--- config.mk ---
export PLATFORM = sky130hd
export DESIGN_NAME = vp8_reference_and_output_control_unit
export DESIGN_NICKNAME = d
export VERILOG_FILES = /design/src/vp8roc_pkg.sv /design/src/vp8roc_ram.sv /design/src/vp8roc_dp.sv /design/src/vp8roc_ctrl.sv /design/src/vp8_reference_and_output_control_unit.sv
export VERILOG_INCLUDE_DIRS = /design/src /design/src/src
export SDC_FILE = /design/constraint.sdc
export NUM_CORES = 1
export LEC_CHECK = 0
export ABC_AREA = 1
export BUFFER_PORTS_ARGS = -buffer_cell sky130_fd_sc_hd__buf_4
export CORE_MARGIN = 3
export CORE_UTILIZATION = 40
export DETAILED_ROUTE_END_ITERATION = 10
export HOLD_SLACK_MARGIN = 0.03
export PLACE_DENSITY_LB_ADDON = 0.12
export SYNTH_ARGS = -nofsm -noshare
export SYNTH_HDL_FRONTEND = slang
export SYNTH_SLANG_ARGS = --single-unit
--- constraint.sdc ---
create_clock -name clk -period 4 [get_ports clk]
set_input_delay 0.8 -clock clk [delete_from_list [all_inputs] [get_ports clk]]
set_output_delay 0.8 -clock clk [all_outputs]
set_load 0.01 [all_outputs]
--- src/assert_macros.svh ---
// assertion macros shared by the rtl modules
`ifndef ASSERT_MACROS_SVH
`define ASSERT_MACROS_SVH

// condition holds at every clock edge out of reset
`define ASSERT_NOW(name, cond, msg) \
    name: assert property (@(posedge clk) disable iff (!rst_n) (cond)) \
        else $error(msg);

// consequent holds in the same cycle as the antecedent
`define ASSERT_IMPLY(name, ante, cons, msg) \
    name: assert property (@(posedge clk) disable iff (!rst_n) (ante) |-> (cons)) \
        else $error(msg);

// consequent holds in the cycle after the antecedent
`define ASSERT_NEXT(name, ante, cons, msg) \
    name: assert property (@(posedge clk) disable iff (!rst_n) (ante) |=> (cons)) \
        else $error(msg);

`endif

--- src/vp8roc_pkg.sv ---
// shared types, widths and codes for the vp8 reference and output control unit
package vp8roc_pkg;

    localparam int QUEUE_DEPTH_DEF = 16;
    localparam int ID_BITS_DEF     = 16;

    localparam int ACTION_W = 2;
    localparam int COPY_W   = 2;
    localparam int DIM_W    = 14;
    localparam int PIC_W    = 16;
    localparam int DLY_W    = 4;
    localparam int KIND_W   = 3;
    localparam int SLOT_N   = 3;

    localparam int SLOT_LAST   = 0;
    localparam int SLOT_GOLDEN = 1;
    localparam int SLOT_ALT    = 2;

    localparam logic [COPY_W-1:0] COPY_FROM_LAST  = 2'd1;
    localparam logic [COPY_W-1:0] COPY_FROM_OTHER = 2'd2;

    typedef enum logic [ACTION_W-1:0] {
        ACT_FRAME = 2'd0,
        ACT_DRAIN = 2'd1,
        ACT_FLUSH = 2'd2,
        ACT_NONE  = 2'd3
    } action_t;

    typedef enum logic [KIND_W-1:0] {
        KIND_OUTPUT    = 3'd0,
        KIND_DROPPED   = 3'd1,
        KIND_DECODED   = 3'd2,
        KIND_QUEUED    = 3'd3,
        KIND_PARSE_ERR = 3'd4,
        KIND_DRAINED   = 3'd5,
        KIND_FLUSHED   = 3'd6
    } kind_t;

    typedef enum logic [1:0] {
        PIC_ZERO = 2'd0,
        PIC_ID   = 2'd1,
        PIC_RAM  = 2'd2
    } pic_sel_t;

    typedef struct packed {
        logic     load;
        logic     apply;
        logic     clear_ref;
        logic     flush;
        logic     push;
        logic     rd;
        logic     pop;
        logic     keep_delay;
        logic     emit;
        kind_t    kind;
        pic_sel_t pic_sel;
        logic     last;
    } dp_cmd_t;

    typedef struct packed {
        action_t action;
        logic    parse_ok;
        logic    drop;
        logic    new_seq;
        logic    show;
        logic    more;
        logic    last_pop;
        logic    status_last;
    } dp_status_t;

endpackage

--- src/vp8roc_ram.sv ---
// generic single write port ram with registered read
module vp8roc_ram #(
    parameter int WIDTH = 16,
    parameter int DEPTH = 16
) (
    input  logic                                      clk,
    input  logic                                      wr_en,
    input  logic [((DEPTH > 1) ? $clog2(DEPTH) : 1)-1:0] wr_addr,
    input  logic [WIDTH-1:0]                          wr_data,
    input  logic                                      rd_en,
    input  logic [((DEPTH > 1) ? $clog2(DEPTH) : 1)-1:0] rd_addr,
    output logic [WIDTH-1:0]                          rd_data
);

    logic [WIDTH-1:0] mem [DEPTH];

    always_ff @(posedge clk)
    begin
        if (wr_en)
        begin
            mem[wr_addr] <= wr_data;
        end
        if (rd_en)
        begin
            rd_data <= mem[rd_addr];
        end
    end

endmodule

--- src/vp8roc_dp.sv ---
// datapath: frame state, reference slots, output queue and result registers
`include "assert_macros.svh"

module vp8roc_dp import vp8roc_pkg::*; #(
    parameter int QUEUE_DEPTH = QUEUE_DEPTH_DEF,
    parameter int ID_BITS     = ID_BITS_DEF
) (
    input  logic                clk,
    input  logic                rst_n,
    input  logic                cfg_we,
    input  logic [DLY_W-1:0]    cfg_data,
    input  logic [ACTION_W-1:0] action,
    input  logic                parse_ok,
    input  logic                is_key,
    input  logic [DIM_W-1:0]    frame_width,
    input  logic [DIM_W-1:0]    frame_height,
    input  logic                shown,
    input  logic                refresh_alternate,
    input  logic [COPY_W-1:0]   copy_to_alternate,
    input  logic                refresh_golden,
    input  logic [COPY_W-1:0]   copy_to_golden,
    input  logic                refresh_last_ref,
    input  logic [PIC_W-1:0]    picture_id,
    input  dp_cmd_t             cmd,
    output dp_status_t          status,
    output logic [KIND_W-1:0]   kind,
    output logic                seq_start,
    output logic [PIC_W-1:0]    out_picture,
    output logic [PIC_W-1:0]    last_slot,
    output logic [PIC_W-1:0]    golden_slot,
    output logic [PIC_W-1:0]    alt_slot,
    output logic [SLOT_N-1:0]   slots_valid,
    output logic                end_of_run
);

    localparam int PTR_W = (QUEUE_DEPTH > 1) ? $clog2(QUEUE_DEPTH) : 1;
    localparam int CNT_W = $clog2(QUEUE_DEPTH + 1);
    localparam int SUM_W = PTR_W + 1;
    localparam int CMP_W = ((CNT_W > DLY_W) ? CNT_W : DLY_W) + 1;

    // configuration and sequence state
    logic [DLY_W-1:0]  out_delay_reg, out_delay_next;
    logic              waiting_reg, waiting_next;
    logic              seen_reg, seen_next;
    logic [DIM_W-1:0]  cur_w_reg, cur_w_next;
    logic [DIM_W-1:0]  cur_h_reg, cur_h_next;
    logic [DLY_W-1:0]  act_dly_reg, act_dly_next;
    logic              newseq_reg, newseq_next;

    // reference slots
    logic [SLOT_N-1:0]  ref_valid_reg, ref_valid_next;
    logic [ID_BITS-1:0] ref_id_reg [SLOT_N];
    logic [ID_BITS-1:0] ref_id_next [SLOT_N];

    // output queue pointers
    logic [PTR_W-1:0] head_reg, head_next;
    logic [CNT_W-1:0] count_reg, count_next;

    // latched item
    logic [ACTION_W-1:0] act_reg;
    logic                parse_ok_reg;
    logic                key_reg;
    logic [DIM_W-1:0]    w_reg;
    logic [DIM_W-1:0]    h_reg;
    logic                show_reg;
    logic                ra_reg;
    logic [COPY_W-1:0]   ca_reg;
    logic                rg_reg;
    logic [COPY_W-1:0]   cg_reg;
    logic                rl_reg;
    logic [ID_BITS-1:0]  id_reg;

    // result registers
    kind_t               kind_reg, kind_next;
    logic                nseq_out_reg, nseq_out_next;
    logic [PIC_W-1:0]    pic_out_reg, pic_out_next;
    logic                end_reg, end_next;

    logic [ID_BITS-1:0] alt_upd, gold_upd, last_upd;
    logic               alt_v_upd, gold_v_upd, last_v_upd;
    logic               new_seq;
    logic [DLY_W-1:0]   dly_capped;
    logic [CMP_W-1:0]   cnt_x, keep_x;
    logic [SUM_W-1:0]   tail_sum;
    logic [PTR_W-1:0]   tail_addr;
    logic [ID_BITS-1:0] ram_rd_data;

    assign new_seq = key_reg && ((w_reg != cur_w_reg) || (h_reg != cur_h_reg) || !seen_reg);

    assign dly_capped = (CMP_W'(out_delay_reg) > CMP_W'(QUEUE_DEPTH - 1))
                      ? DLY_W'(QUEUE_DEPTH - 1) : out_delay_reg;

    assign cnt_x  = CMP_W'(count_reg);
    assign keep_x = cmd.keep_delay ? CMP_W'(act_dly_reg) : '0;

    assign tail_sum  = SUM_W'(head_reg) + SUM_W'(count_reg);
    assign tail_addr = (tail_sum >= SUM_W'(QUEUE_DEPTH))
                     ? PTR_W'(tail_sum - SUM_W'(QUEUE_DEPTH)) : PTR_W'(tail_sum);

    always_comb
    begin
        status.action      = action_t'(act_reg);
        status.parse_ok    = parse_ok_reg;
        status.drop        = waiting_reg && !key_reg;
        status.new_seq     = new_seq;
        status.show        = show_reg;
        status.more        = cnt_x > keep_x;
        status.last_pop    = cnt_x == (keep_x + CMP_W'(1));
        status.status_last = !show_reg || (cnt_x < CMP_W'(act_dly_reg));
    end

    // alternate first, then golden (which may copy the new alternate), then last
    always_comb
    begin
        alt_upd   = ref_id_reg[SLOT_ALT];
        alt_v_upd = ref_valid_reg[SLOT_ALT];
        if (ra_reg)
        begin
            alt_upd   = id_reg;
            alt_v_upd = 1'b1;
        end
        else if (ca_reg == COPY_FROM_LAST)
        begin
            alt_upd   = ref_id_reg[SLOT_LAST];
            alt_v_upd = ref_valid_reg[SLOT_LAST];
        end
        else if (ca_reg == COPY_FROM_OTHER)
        begin
            alt_upd   = ref_id_reg[SLOT_GOLDEN];
            alt_v_upd = ref_valid_reg[SLOT_GOLDEN];
        end

        gold_upd   = ref_id_reg[SLOT_GOLDEN];
        gold_v_upd = ref_valid_reg[SLOT_GOLDEN];
        if (rg_reg)
        begin
            gold_upd   = id_reg;
            gold_v_upd = 1'b1;
        end
        else if (cg_reg == COPY_FROM_LAST)
        begin
            gold_upd   = ref_id_reg[SLOT_LAST];
            gold_v_upd = ref_valid_reg[SLOT_LAST];
        end
        else if (cg_reg == COPY_FROM_OTHER)
        begin
            gold_upd   = alt_upd;
            gold_v_upd = alt_v_upd;
        end

        last_upd   = ref_id_reg[SLOT_LAST];
        last_v_upd = ref_valid_reg[SLOT_LAST];
        if (rl_reg)
        begin
            last_upd   = id_reg;
            last_v_upd = 1'b1;
        end
    end

    always_comb
    begin
        out_delay_next = out_delay_reg;
        waiting_next   = waiting_reg;
        seen_next      = seen_reg;
        cur_w_next     = cur_w_reg;
        cur_h_next     = cur_h_reg;
        act_dly_next   = act_dly_reg;
        newseq_next    = newseq_reg;
        ref_valid_next = ref_valid_reg;
        ref_id_next    = ref_id_reg;
        head_next      = head_reg;
        count_next     = count_reg;

        if (cfg_we)
        begin
            out_delay_next = cfg_data;
        end

        if (cmd.apply)
        begin
            waiting_next = 1'b0;
            newseq_next  = new_seq;
            if (key_reg)
            begin
                cur_w_next               = w_reg;
                cur_h_next               = h_reg;
                ref_valid_next           = '1;
                ref_id_next[SLOT_LAST]   = id_reg;
                ref_id_next[SLOT_GOLDEN] = id_reg;
                ref_id_next[SLOT_ALT]    = id_reg;
                if (new_seq)
                begin
                    seen_next    = 1'b1;
                    act_dly_next = dly_capped;
                end
            end
            else
            begin
                ref_id_next[SLOT_LAST]   = last_upd;
                ref_id_next[SLOT_GOLDEN] = gold_upd;
                ref_id_next[SLOT_ALT]    = alt_upd;
                ref_valid_next           = {alt_v_upd, gold_v_upd, last_v_upd};
            end
        end

        if (cmd.clear_ref)
        begin
            waiting_next   = 1'b1;
            ref_valid_next = '0;
        end

        if (cmd.flush)
        begin
            head_next  = '0;
            count_next = '0;
        end

        if (cmd.push)
        begin
            count_next = count_reg + CNT_W'(1);
        end

        if (cmd.pop)
        begin
            head_next  = (head_reg == PTR_W'(QUEUE_DEPTH - 1)) ? '0 : head_reg + PTR_W'(1);
            count_next = count_reg - CNT_W'(1);
        end
    end

    always_comb
    begin
        kind_next     = kind_reg;
        nseq_out_next = nseq_out_reg;
        pic_out_next  = pic_out_reg;
        end_next      = end_reg;
        if (cmd.emit)
        begin
            kind_next     = cmd.kind;
            nseq_out_next = ((cmd.kind == KIND_QUEUED) || (cmd.kind == KIND_DECODED))
                          && newseq_reg;
            end_next      = cmd.last;
            case (cmd.pic_sel)
                PIC_ID:   pic_out_next = PIC_W'(id_reg);
                PIC_RAM:  pic_out_next = PIC_W'(ram_rd_data);
                default:  pic_out_next = '0;
            endcase
        end
    end

    always_ff @(posedge clk or negedge rst_n)
    begin
        if (!rst_n)
        begin
            out_delay_reg <= '0;
            waiting_reg   <= 1'b1;
            seen_reg      <= 1'b0;
            cur_w_reg     <= '0;
            cur_h_reg     <= '0;
            act_dly_reg   <= '0;
            newseq_reg    <= 1'b0;
            ref_valid_reg <= '0;
            head_reg      <= '0;
            count_reg     <= '0;
        end
        else
        begin
            out_delay_reg <= out_delay_next;
            waiting_reg   <= waiting_next;
            seen_reg      <= seen_next;
            cur_w_reg     <= cur_w_next;
            cur_h_reg     <= cur_h_next;
            act_dly_reg   <= act_dly_next;
            newseq_reg    <= newseq_next;
            ref_valid_reg <= ref_valid_next;
            head_reg      <= head_next;
            count_reg     <= count_next;
        end
    end

    always_ff @(posedge clk)
    begin
        ref_id_reg   <= ref_id_next;
        kind_reg     <= kind_next;
        nseq_out_reg <= nseq_out_next;
        pic_out_reg  <= pic_out_next;
        end_reg      <= end_next;
        if (cmd.load)
        begin
            act_reg      <= action;
            parse_ok_reg <= parse_ok;
            key_reg      <= is_key;
            w_reg        <= frame_width;
            h_reg        <= frame_height;
            show_reg     <= shown;
            ra_reg       <= refresh_alternate;
            ca_reg       <= copy_to_alternate;
            rg_reg       <= refresh_golden;
            cg_reg       <= copy_to_golden;
            rl_reg       <= refresh_last_ref;
            id_reg       <= ID_BITS'(picture_id);
        end
    end

    vp8roc_ram #(
        .WIDTH (ID_BITS),
        .DEPTH (QUEUE_DEPTH)
    ) u_queue (
        .clk     (clk),
        .wr_en   (cmd.push),
        .wr_addr (tail_addr),
        .wr_data (id_reg),
        .rd_en   (cmd.rd),
        .rd_addr (head_reg),
        .rd_data (ram_rd_data)
    );

    assign kind         = kind_reg;
    assign seq_start    = nseq_out_reg;
    assign out_picture  = pic_out_reg;
    assign end_of_run   = end_reg;
    assign slots_valid  = ref_valid_reg;
    assign last_slot    = ref_valid_reg[SLOT_LAST]   ? PIC_W'(ref_id_reg[SLOT_LAST])   : '0;
    assign golden_slot  = ref_valid_reg[SLOT_GOLDEN] ? PIC_W'(ref_id_reg[SLOT_GOLDEN]) : '0;
    assign alt_slot     = ref_valid_reg[SLOT_ALT]    ? PIC_W'(ref_id_reg[SLOT_ALT])    : '0;

    `ASSERT_NOW(a_count_bound, count_reg <= CNT_W'(QUEUE_DEPTH), "queue count overrun")
    `ASSERT_IMPLY(a_pop_nonempty, cmd.pop, count_reg != '0, "pop from empty queue")
    `ASSERT_IMPLY(a_push_room, cmd.push, count_reg < CNT_W'(QUEUE_DEPTH), "push into full queue")

endmodule

--- src/vp8roc_ctrl.sv ---
// controller: sequences each item into datapath commands and result handshakes
`include "assert_macros.svh"

module vp8roc_ctrl import vp8roc_pkg::*; (
    input  logic       clk,
    input  logic       rst_n,
    input  logic       in_valid,
    output logic       in_stall,
    output logic       out_valid,
    input  logic       out_stall,
    input  dp_status_t status,
    output dp_cmd_t    cmd
);

    typedef enum logic [2:0] {
        S_IDLE,
        S_DECIDE,
        S_CHECK,
        S_READ,
        S_STATUS
    } state_t;

    typedef enum logic [1:0] {
        PH_PRE,
        PH_POST,
        PH_CMD
    } phase_t;

    state_t state_reg, state_next;
    phase_t phase_reg, phase_next;
    logic   out_valid_reg, out_valid_next;
    logic   out_free;

    assign out_free  = !out_valid_reg || !out_stall;
    assign in_stall  = state_reg != S_IDLE;
    assign out_valid = out_valid_reg;

    always_comb
    begin
        cmd         = '0;
        cmd.kind    = KIND_OUTPUT;
        cmd.pic_sel = PIC_ZERO;
        state_next  = state_reg;
        phase_next  = phase_reg;

        case (state_reg)
            S_IDLE:
            begin
                if (in_valid)
                begin
                    cmd.load   = 1'b1;
                    state_next = S_DECIDE;
                end
            end

            S_DECIDE:
            begin
                if (out_free)
                begin
                    case (status.action)
                        ACT_FRAME:
                        begin
                            if (!status.parse_ok)
                            begin
                                cmd.emit    = 1'b1;
                                cmd.kind    = KIND_PARSE_ERR;
                                cmd.pic_sel = PIC_ID;
                                cmd.last    = 1'b1;
                                state_next  = S_IDLE;
                            end
                            else if (status.drop)
                            begin
                                cmd.emit    = 1'b1;
                                cmd.kind    = KIND_DROPPED;
                                cmd.pic_sel = PIC_ID;
                                cmd.last    = 1'b1;
                                state_next  = S_IDLE;
                            end
                            else
                            begin
                                cmd.apply = 1'b1;
                                if (status.new_seq)
                                begin
                                    phase_next = PH_PRE;
                                    state_next = S_CHECK;
                                end
                                else
                                begin
                                    state_next = S_STATUS;
                                end
                            end
                        end
                        ACT_DRAIN:
                        begin
                            cmd.clear_ref = 1'b1;
                            phase_next    = PH_CMD;
                            state_next    = S_CHECK;
                        end
                        ACT_FLUSH:
                        begin
                            cmd.clear_ref = 1'b1;
                            cmd.flush     = 1'b1;
                            cmd.emit      = 1'b1;
                            cmd.kind      = KIND_FLUSHED;
                            cmd.last      = 1'b1;
                            state_next    = S_IDLE;
                        end
                        default:
                        begin
                            state_next = S_IDLE;
                        end
                    endcase
                end
            end

            S_CHECK:
            begin
                cmd.keep_delay = phase_reg == PH_POST;
                if (out_free)
                begin
                    if (status.more)
                    begin
                        cmd.rd     = 1'b1;
                        state_next = S_READ;
                    end
                    else
                    begin
                        case (phase_reg)
                            PH_PRE:
                            begin
                                state_next = S_STATUS;
                            end
                            PH_CMD:
                            begin
                                cmd.emit   = 1'b1;
                                cmd.kind   = KIND_DRAINED;
                                cmd.last   = 1'b1;
                                state_next = S_IDLE;
                            end
                            default:
                            begin
                                state_next = S_IDLE;
                            end
                        endcase
                    end
                end
            end

            S_READ:
            begin
                cmd.keep_delay = phase_reg == PH_POST;
                cmd.emit       = 1'b1;
                cmd.kind       = KIND_OUTPUT;
                cmd.pic_sel    = PIC_RAM;
                cmd.pop        = 1'b1;
                cmd.last       = (phase_reg == PH_POST) && status.last_pop;
                state_next     = cmd.last ? S_IDLE : S_CHECK;
            end

            S_STATUS:
            begin
                cmd.emit    = 1'b1;
                cmd.kind    = status.show ? KIND_QUEUED : KIND_DECODED;
                cmd.pic_sel = PIC_ID;
                cmd.push    = status.show;
                cmd.last    = status.status_last;
                phase_next  = PH_POST;
                state_next  = status.status_last ? S_IDLE : S_CHECK;
            end

            default:
            begin
                state_next = S_IDLE;
            end
        endcase

        out_valid_next = (out_valid_reg && out_stall) || cmd.emit;
    end

    always_ff @(posedge clk or negedge rst_n)
    begin
        if (!rst_n)
        begin
            state_reg     <= S_IDLE;
            phase_reg     <= PH_PRE;
            out_valid_reg <= 1'b0;
        end
        else
        begin
            state_reg     <= state_next;
            phase_reg     <= phase_next;
            out_valid_reg <= out_valid_next;
        end
    end

    `ASSERT_IMPLY(a_emit_free, cmd.emit, out_free, "result loaded over a pending item")
    `ASSERT_NEXT(a_last_idle, cmd.emit && cmd.last, state_reg == S_IDLE, "busy after last result")
    `ASSERT_IMPLY(a_read_clear, state_reg == S_READ, !out_valid_reg, "read with result pending")

endmodule

--- src/vp8_reference_and_output_control_unit.sv ---
// top level of the vp8 reference and output control unit
// One item in flight at a time. A frame with a status result passes through acceptance,
// the decide step and the status step; each picture taken out of the output queue adds
// a check and a registered read of the queue ram, and a new sequence adds a drain check
// before the status step, while a parse error, a dropped frame, a flush or an ignored
// action ends at the decide step. The decide and check steps wait while the result side
// is stalled. The next item can be accepted while the final result of the previous one
// waits to be taken. Drain sends every queued picture then a drained item; flush discards
// the queue and sends a flushed item. No clearing pass is needed after reset.
module vp8_reference_and_output_control_unit import vp8roc_pkg::*; #(
    parameter int QUEUE_DEPTH = QUEUE_DEPTH_DEF,
    parameter int ID_BITS     = ID_BITS_DEF
) (
    input  logic                clk,
    input  logic                rst_n,
    input  logic                cfg_valid,
    output logic                cfg_ready,
    input  logic [DLY_W-1:0]    output_delay,
    input  logic                in_valid,
    output logic                in_stall,
    input  logic [ACTION_W-1:0] action,
    input  logic                parse_ok,
    input  logic                is_key,
    input  logic [DIM_W-1:0]    frame_width,
    input  logic [DIM_W-1:0]    frame_height,
    input  logic                shown,
    input  logic                refresh_alternate,
    input  logic [COPY_W-1:0]   copy_to_alternate,
    input  logic                refresh_golden,
    input  logic [COPY_W-1:0]   copy_to_golden,
    input  logic                refresh_last_ref,
    input  logic [PIC_W-1:0]    picture_id,
    output logic                out_valid,
    input  logic                out_stall,
    output logic [KIND_W-1:0]   kind,
    output logic                seq_start,
    output logic [PIC_W-1:0]    out_picture,
    output logic [PIC_W-1:0]    last_slot,
    output logic [PIC_W-1:0]    golden_slot,
    output logic [PIC_W-1:0]    alt_slot,
    output logic [SLOT_N-1:0]   slots_valid,
    output logic                end_of_run
);

    dp_cmd_t    cmd;
    dp_status_t status;

    assign cfg_ready = 1'b1;

    vp8roc_ctrl u_ctrl (
        .clk       (clk),
        .rst_n     (rst_n),
        .in_valid  (in_valid),
        .in_stall  (in_stall),
        .out_valid (out_valid),
        .out_stall (out_stall),
        .status    (status),
        .cmd       (cmd)
    );

    vp8roc_dp #(
        .QUEUE_DEPTH (QUEUE_DEPTH),
        .ID_BITS     (ID_BITS)
    ) u_dp (
        .clk               (clk),
        .rst_n             (rst_n),
        .cfg_we            (cfg_valid && cfg_ready),
        .cfg_data          (output_delay),
        .action            (action),
        .parse_ok          (parse_ok),
        .is_key            (is_key),
        .frame_width       (frame_width),
        .frame_height      (frame_height),
        .shown             (shown),
        .refresh_alternate (refresh_alternate),
        .copy_to_alternate (copy_to_alternate),
        .refresh_golden    (refresh_golden),
        .copy_to_golden    (copy_to_golden),
        .refresh_last_ref  (refresh_last_ref),
        .picture_id        (picture_id),
        .cmd               (cmd),
        .status            (status),
        .kind              (kind),
        .seq_start         (seq_start),
        .out_picture       (out_picture),
        .last_slot         (last_slot),
        .golden_slot       (golden_slot),
        .alt_slot          (alt_slot),
        .slots_valid       (slots_valid),
        .end_of_run        (end_of_run)
    );

endmodule

# After elaboration in Yosys (flattened, before gate mapping)
# Memory sizes are Yosys's and may differ from the RTL's. A register that Yosys moved wholly into a read port is not among the register bits.
# Cells that the tools add are included.
# classes
div_mod_pow	0
n_lt_le_gt_ge	3
multipliers	0
n_addsub	6
n_shift	0
bitwise_logic	0
reduce_logical	38
n_mux	83
eq_ne	27
# op_table
operator	n
16-bit 2-to-1 mux	10
48-bit 2-to-1 mux	1
3-bit 2-to-1 mux	13
4-bit 2-to-1 mux	8
16-bit case mux with 2 select lines	1
1-bit 2-to-1 mux	28
14-bit != test	2
7-bit 2-to-1 mux	3
4-bit case mux with 4 select lines	1
5-bit 2-to-1 mux	3
3-bit case mux with 5 select lines	1
2-bit 2-to-1 mux	7
3-bit by 2-bit equality test with 1-bit output, second input constant	4
2-bit by 1-bit equality test with 1-bit output, second input constant	5
2-bit equality test, second input constant	5
2-bit AND reduction	5
3-bit nonzero test	3
2-bit case mux with 2 select lines	2
4-bit case mux with 2 select lines	1
2-bit nonzero test	4
6-bit by 1-bit adder with 6-bit output, second input constant	1
5-bit by 6-bit equality test with 1-bit output	1
5-bit by 6-bit > comparator with 1-bit output	1
1-bit logical OR	6
27 further kinds	41
# totals
latch_bits	0
ramBits	256
memories	1
reg_bits	182
in_bits	65
word_cells	192
mem_bits_ro	0
output_inout_bits	75
# mem_list
name	depth	word_bits	rd	rd_ports_with_merged_regs	wr	line	rtl
u_dp.u_queue.mem	16	16	1	1	1	vp8roc_ram.sv:15	logic [WIDTH-1:0] mem [DEPTH];

# Logic depth before layout (Yosys ltp)
# depth
ltp_word	11
depth_mapped	17
mapped_depth_nobuf	17

# By module
# A second synthesis with hierarchy kept.
# hier_totals
cells_unflattened	2151
area_unflattened_um2	20942.6
# by_module_without_submodules
module	cells_per_inst	n_inst	area_each_um2	seq_area_each_um2
vp8roc_ram	1074	1	11541.1	8167.8
vp8roc_dp	967	1	8743.4	5031.1
vp8roc_ctrl	108	1	646.9	150.1
vp8_reference_and_output_control_unit	2	1	11.3	0.0

# Least setup slack after synthesis
# Ideal clock, no wire load.
# synth_timing
path_kind	in2reg
startpoint	input in_valid
endpoint	register u_dp.act_reg[0] (enable)
cell_stages	2
n_path_buf	0
setup_time_ns	0.470
path_slack_ns	0.362
t_arrival_ns	3.168
required_time_ns	3.530
cell_sequence	inv_1 > nor2_1
# synth_lines
element	line	rtl
start: declaration	vp8_reference_and_output_control_unit.sv:19	input logic in_valid,
end signal: assignment	vp8roc_dp.sv:289	act_reg <= action;
end: declaration	vp8roc_dp.sv:60	logic [ACTION_W-1:0] act_reg;

==> impl_metrics.toml <==
[clocking]
h-tree-depth = 2
numCtsBuffers = 50
cts_resized = 0
cts.sinks = 454
clock_latency_ps = 590
cts_max_path_buffers = 3
root_buffer = "clkbuf_16"
clk_pin_slew_ps = 60
post-cts-setup-buffers = 0
postCtsHoldBufs = 0
cts_tree = "done"

[synth]
netlist_area_um2 = 19400
syn_nets = 1796
ys_seq_area_share_pct = 68.8
synthFlopType = "edfxtp_1"
synth_area_leaders = "edfxtp_1, nand2_1, dfrtp_1"
synth_cells = 1711
synth_warnings = 0
synth_cell_types = 48
yosysTopAreaCellShare_pct = 61.4
synth-seq-cells = 454
yosysTopAreaCell = "edfxtp_1"
avgSynthCellArea_um2 = 11.3
synthArstFlopShare_pct = 12.6
synth_edf_count = 397

[placed_design]
portBuffers = 138
place.gp.congestion = 0.837
place.detailed.instances = 2433
dp_hpwl_um = 32700

[global_route]
grt_pass1_wl_um = 80700
grt_overflow = 0
grt_usage_pct = 21.0
grt_max_degree = 130
grt_pass1_vias = 13300
antenna_found_initial = 2

[min_path]
hp-class = "in -> async"

[drt]
vias = 13400
drc_errors = 0
drt-initial-drc-count = 1285
routed_wl_um = 53100
drtAntennaViolNets = 0
firstDrtPassIters = 5
viasPerCell = 5.32
wl_per_cell_um = 21.0

[pwr]
leakage_uw = 0.00902
cellPowerDensity_nw_per_um2 = 669
vdd.ir_drop.worst_v = 0.000369

[critical_path]
worstSetupStartpointType = "flip-flop"
cp.required_ps = 4250
endpoint_kind = "flip-flop"
worst_ep_arrival_time_ps = 3060
worst_r2r_path_depth = 17
r2r_start = "u_ctrl.state_reg[2]$_DFFE_PN0P_"
crit_path_max_fanout = 17
critPathKind = "reg -> reg"
reg2reg_to = "u_dp.out_picture[14]$_DFFE_PP_"
rrSetupSlack_ps = 1190

[cells_and_area]
n_antenna_cell = 0
largest_reg_flops = 256
final_nets = 1955
fill_cells = 4326
syn2layout_area_growth_pct = 18.0
final_cells = 2524
layout-drive-gt1-share_pct = 16.0

[timing]
fmax_mhz = 356
fin_crit_sh_pct = 70.3
maxSlewViolCount = 0
setup_viol = 0
clock_skew_ps = 24.1
worst_slew_pin_slew_ps = 1340
grt_setup_unrepaired = "false"
fin_setup_tns_ps = 0
fin_crit_ps = 2810
finalHoldViolCount = 0
maxSlewHeadroom_pct = 10.9

[floorplanning]
num_rows = 80
pin_count = 140
initial_core_util_pct = 40.6
fp.dieArea_um2 = 51200
core_um2 = 47800
die_h_um = 226
die_x_um = 226

[status]
status = "finished clean"

[flow_run]
maxCapViolations = 0
-- metrics by stage --
step	cell area, µm²	hold WS, ps	worst slack, ps	total power, µW	util (%)
CTS	22900	311	1190	15500	47.9
finish	22900	296	1190	15300	47.9
global route	22900	334	951	16200	47.9
detailed placement	21200	437	1230	10800	44.4
floorplan	19400	421	362	9010	-
global placement	21200	435	1270	10700	44.4
-- logic make-up after synthesis --
logic type      share of synthesized area [%]
other cells                            0.0193
fa+ha+maj                                1.33
buf+inv                                  4.63
compound gates                           10.1
mux                                     0.174
flops                                    68.8
xor+xnor                                0.677
simple gates                             14.2
-- cells in the final DEF, fill, tap and decap left out, types with 7 or more instances in the layout --
cell and n:
nand3_1 61, clkbuf_16 51, o21a_1 8, clkbuf_1 8, buf_4 185, o22ai_1 22
bufinv_16 7, o21ai_2 7, o311ai_0 9, nor2_1 139, clkinv_2 10, o211ai_1 20
dfrtp_1 55, edfxtp_1 397, o221ai_1 17, a221oi_1 18, o21ai_0 153, clkinv_1 15
a21oi_1 68, ha_1 19, or2_2 8, nand2_1 412, nand4_1 23, inv_1 128
xnor2_1 10, inv_2 9
-- power breakdown --
part | switching [µW] | leakage (µW) | total [µW] | internal [µW]
registers | 631 | 0.00431 | 6600 | 5960
clock network | 1860 | 0.000812 | 4670 | 2810
logic | 2740 | 0.00390 | 4070 | 1320
-- how the worst max path moves through the flow --
stage | start | to | slack [ps] | cells past startpoint
floorplan | in_valid | u_dp.act_reg[0]$_DFFE_PP_ | 360 | 2
global placement | u_ctrl.phase_reg[1]$_DFFE_PN0P_ | u_dp.out_picture[8]$_DFFE_PP_ | 1270 | 17
detailed placement | u_ctrl.phase_reg[1]$_DFFE_PN0P_ | u_dp.out_picture[14]$_DFFE_PP_ | 1230 | 17
CTS | u_ctrl.phase_reg[1]$_DFFE_PN0P_ | u_dp.out_picture[14]$_DFFE_PP_ | 1190 | 17
global route | u_ctrl.phase_reg[1]$_DFFE_PN0P_ | u_dp.out_picture[7]$_DFFE_PP_ | 950 | 17
finish | u_ctrl.state_reg[2]$_DFFE_PN0P_ | u_dp.out_picture[14]$_DFFE_PP_ | 1190 | 17
-- worst max-delay path: stages, from the launching register on --
cell and delay [ps]:
dfrtp_1 450, inv_2 100, nand2_2 60, nor2_4 160, nand2_1 100, ha_1 300, nand2_1 70, inv_1 60
nand2_1 50, nand2_1 50, nand2_1 60, nand3_1 100, inv_1 90, nand3_1 120, nand2_1 120, inv_1 60
nand2_1 180, buf_4 320
-- cells in the mapped netlist (2+ instances only) --
library cell,count
clkbuf_1,53
nor2_1,140
nor2_2,2
nand4_1,23
buf_4,10
nand3_2,2
nand2_1,412
clkinv_1,4
o311ai_0,9
o211ai_1,20
o21a_1,8
nand2_2,3
ha_1,19
buf_1,5
o21ai_0,153
nor3_1,3
nor3_2,2
buf_2,10
o21ai_2,7
mux2_2,3
edfxtp_1,397
buf_6,2
o21ai_1,3
dfrtp_1,56
inv_2,9
a221oi_1,18
xnor2_1,10
o221ai_1,17
o22ai_1,22
xor2_1,5
nor2_4,3
a21oi_1,68
inv_1,129
nor2_8,2
or2_2,8
nand3_1,61
a31oi_1,2
-- layout make-up --
class	count	area, µm²	share of cell area [%]
clock inverter	30	322	1.40
sequential	454	13400	58.3
tap	615	769	3.36
clock buffer	61	1330	5.82
inverter	142	534	2.33
multi-input combinational	1035	5160	22.5
timing repair buffer	187	1430	6.24
-- layer usage --
layer / part of all wire, % / track usage [%] / vias up
met5: 0 / 0 / -
met4: 3.3 / 7.33 / 0
met3: 6.4 / 3.94 / 96
met2: 46 / 33.3 / 465
met1: 44 / 29.2 / 6562
li1: - / - / 6306
Note: power is estimated with default switching activity, not from simulation.
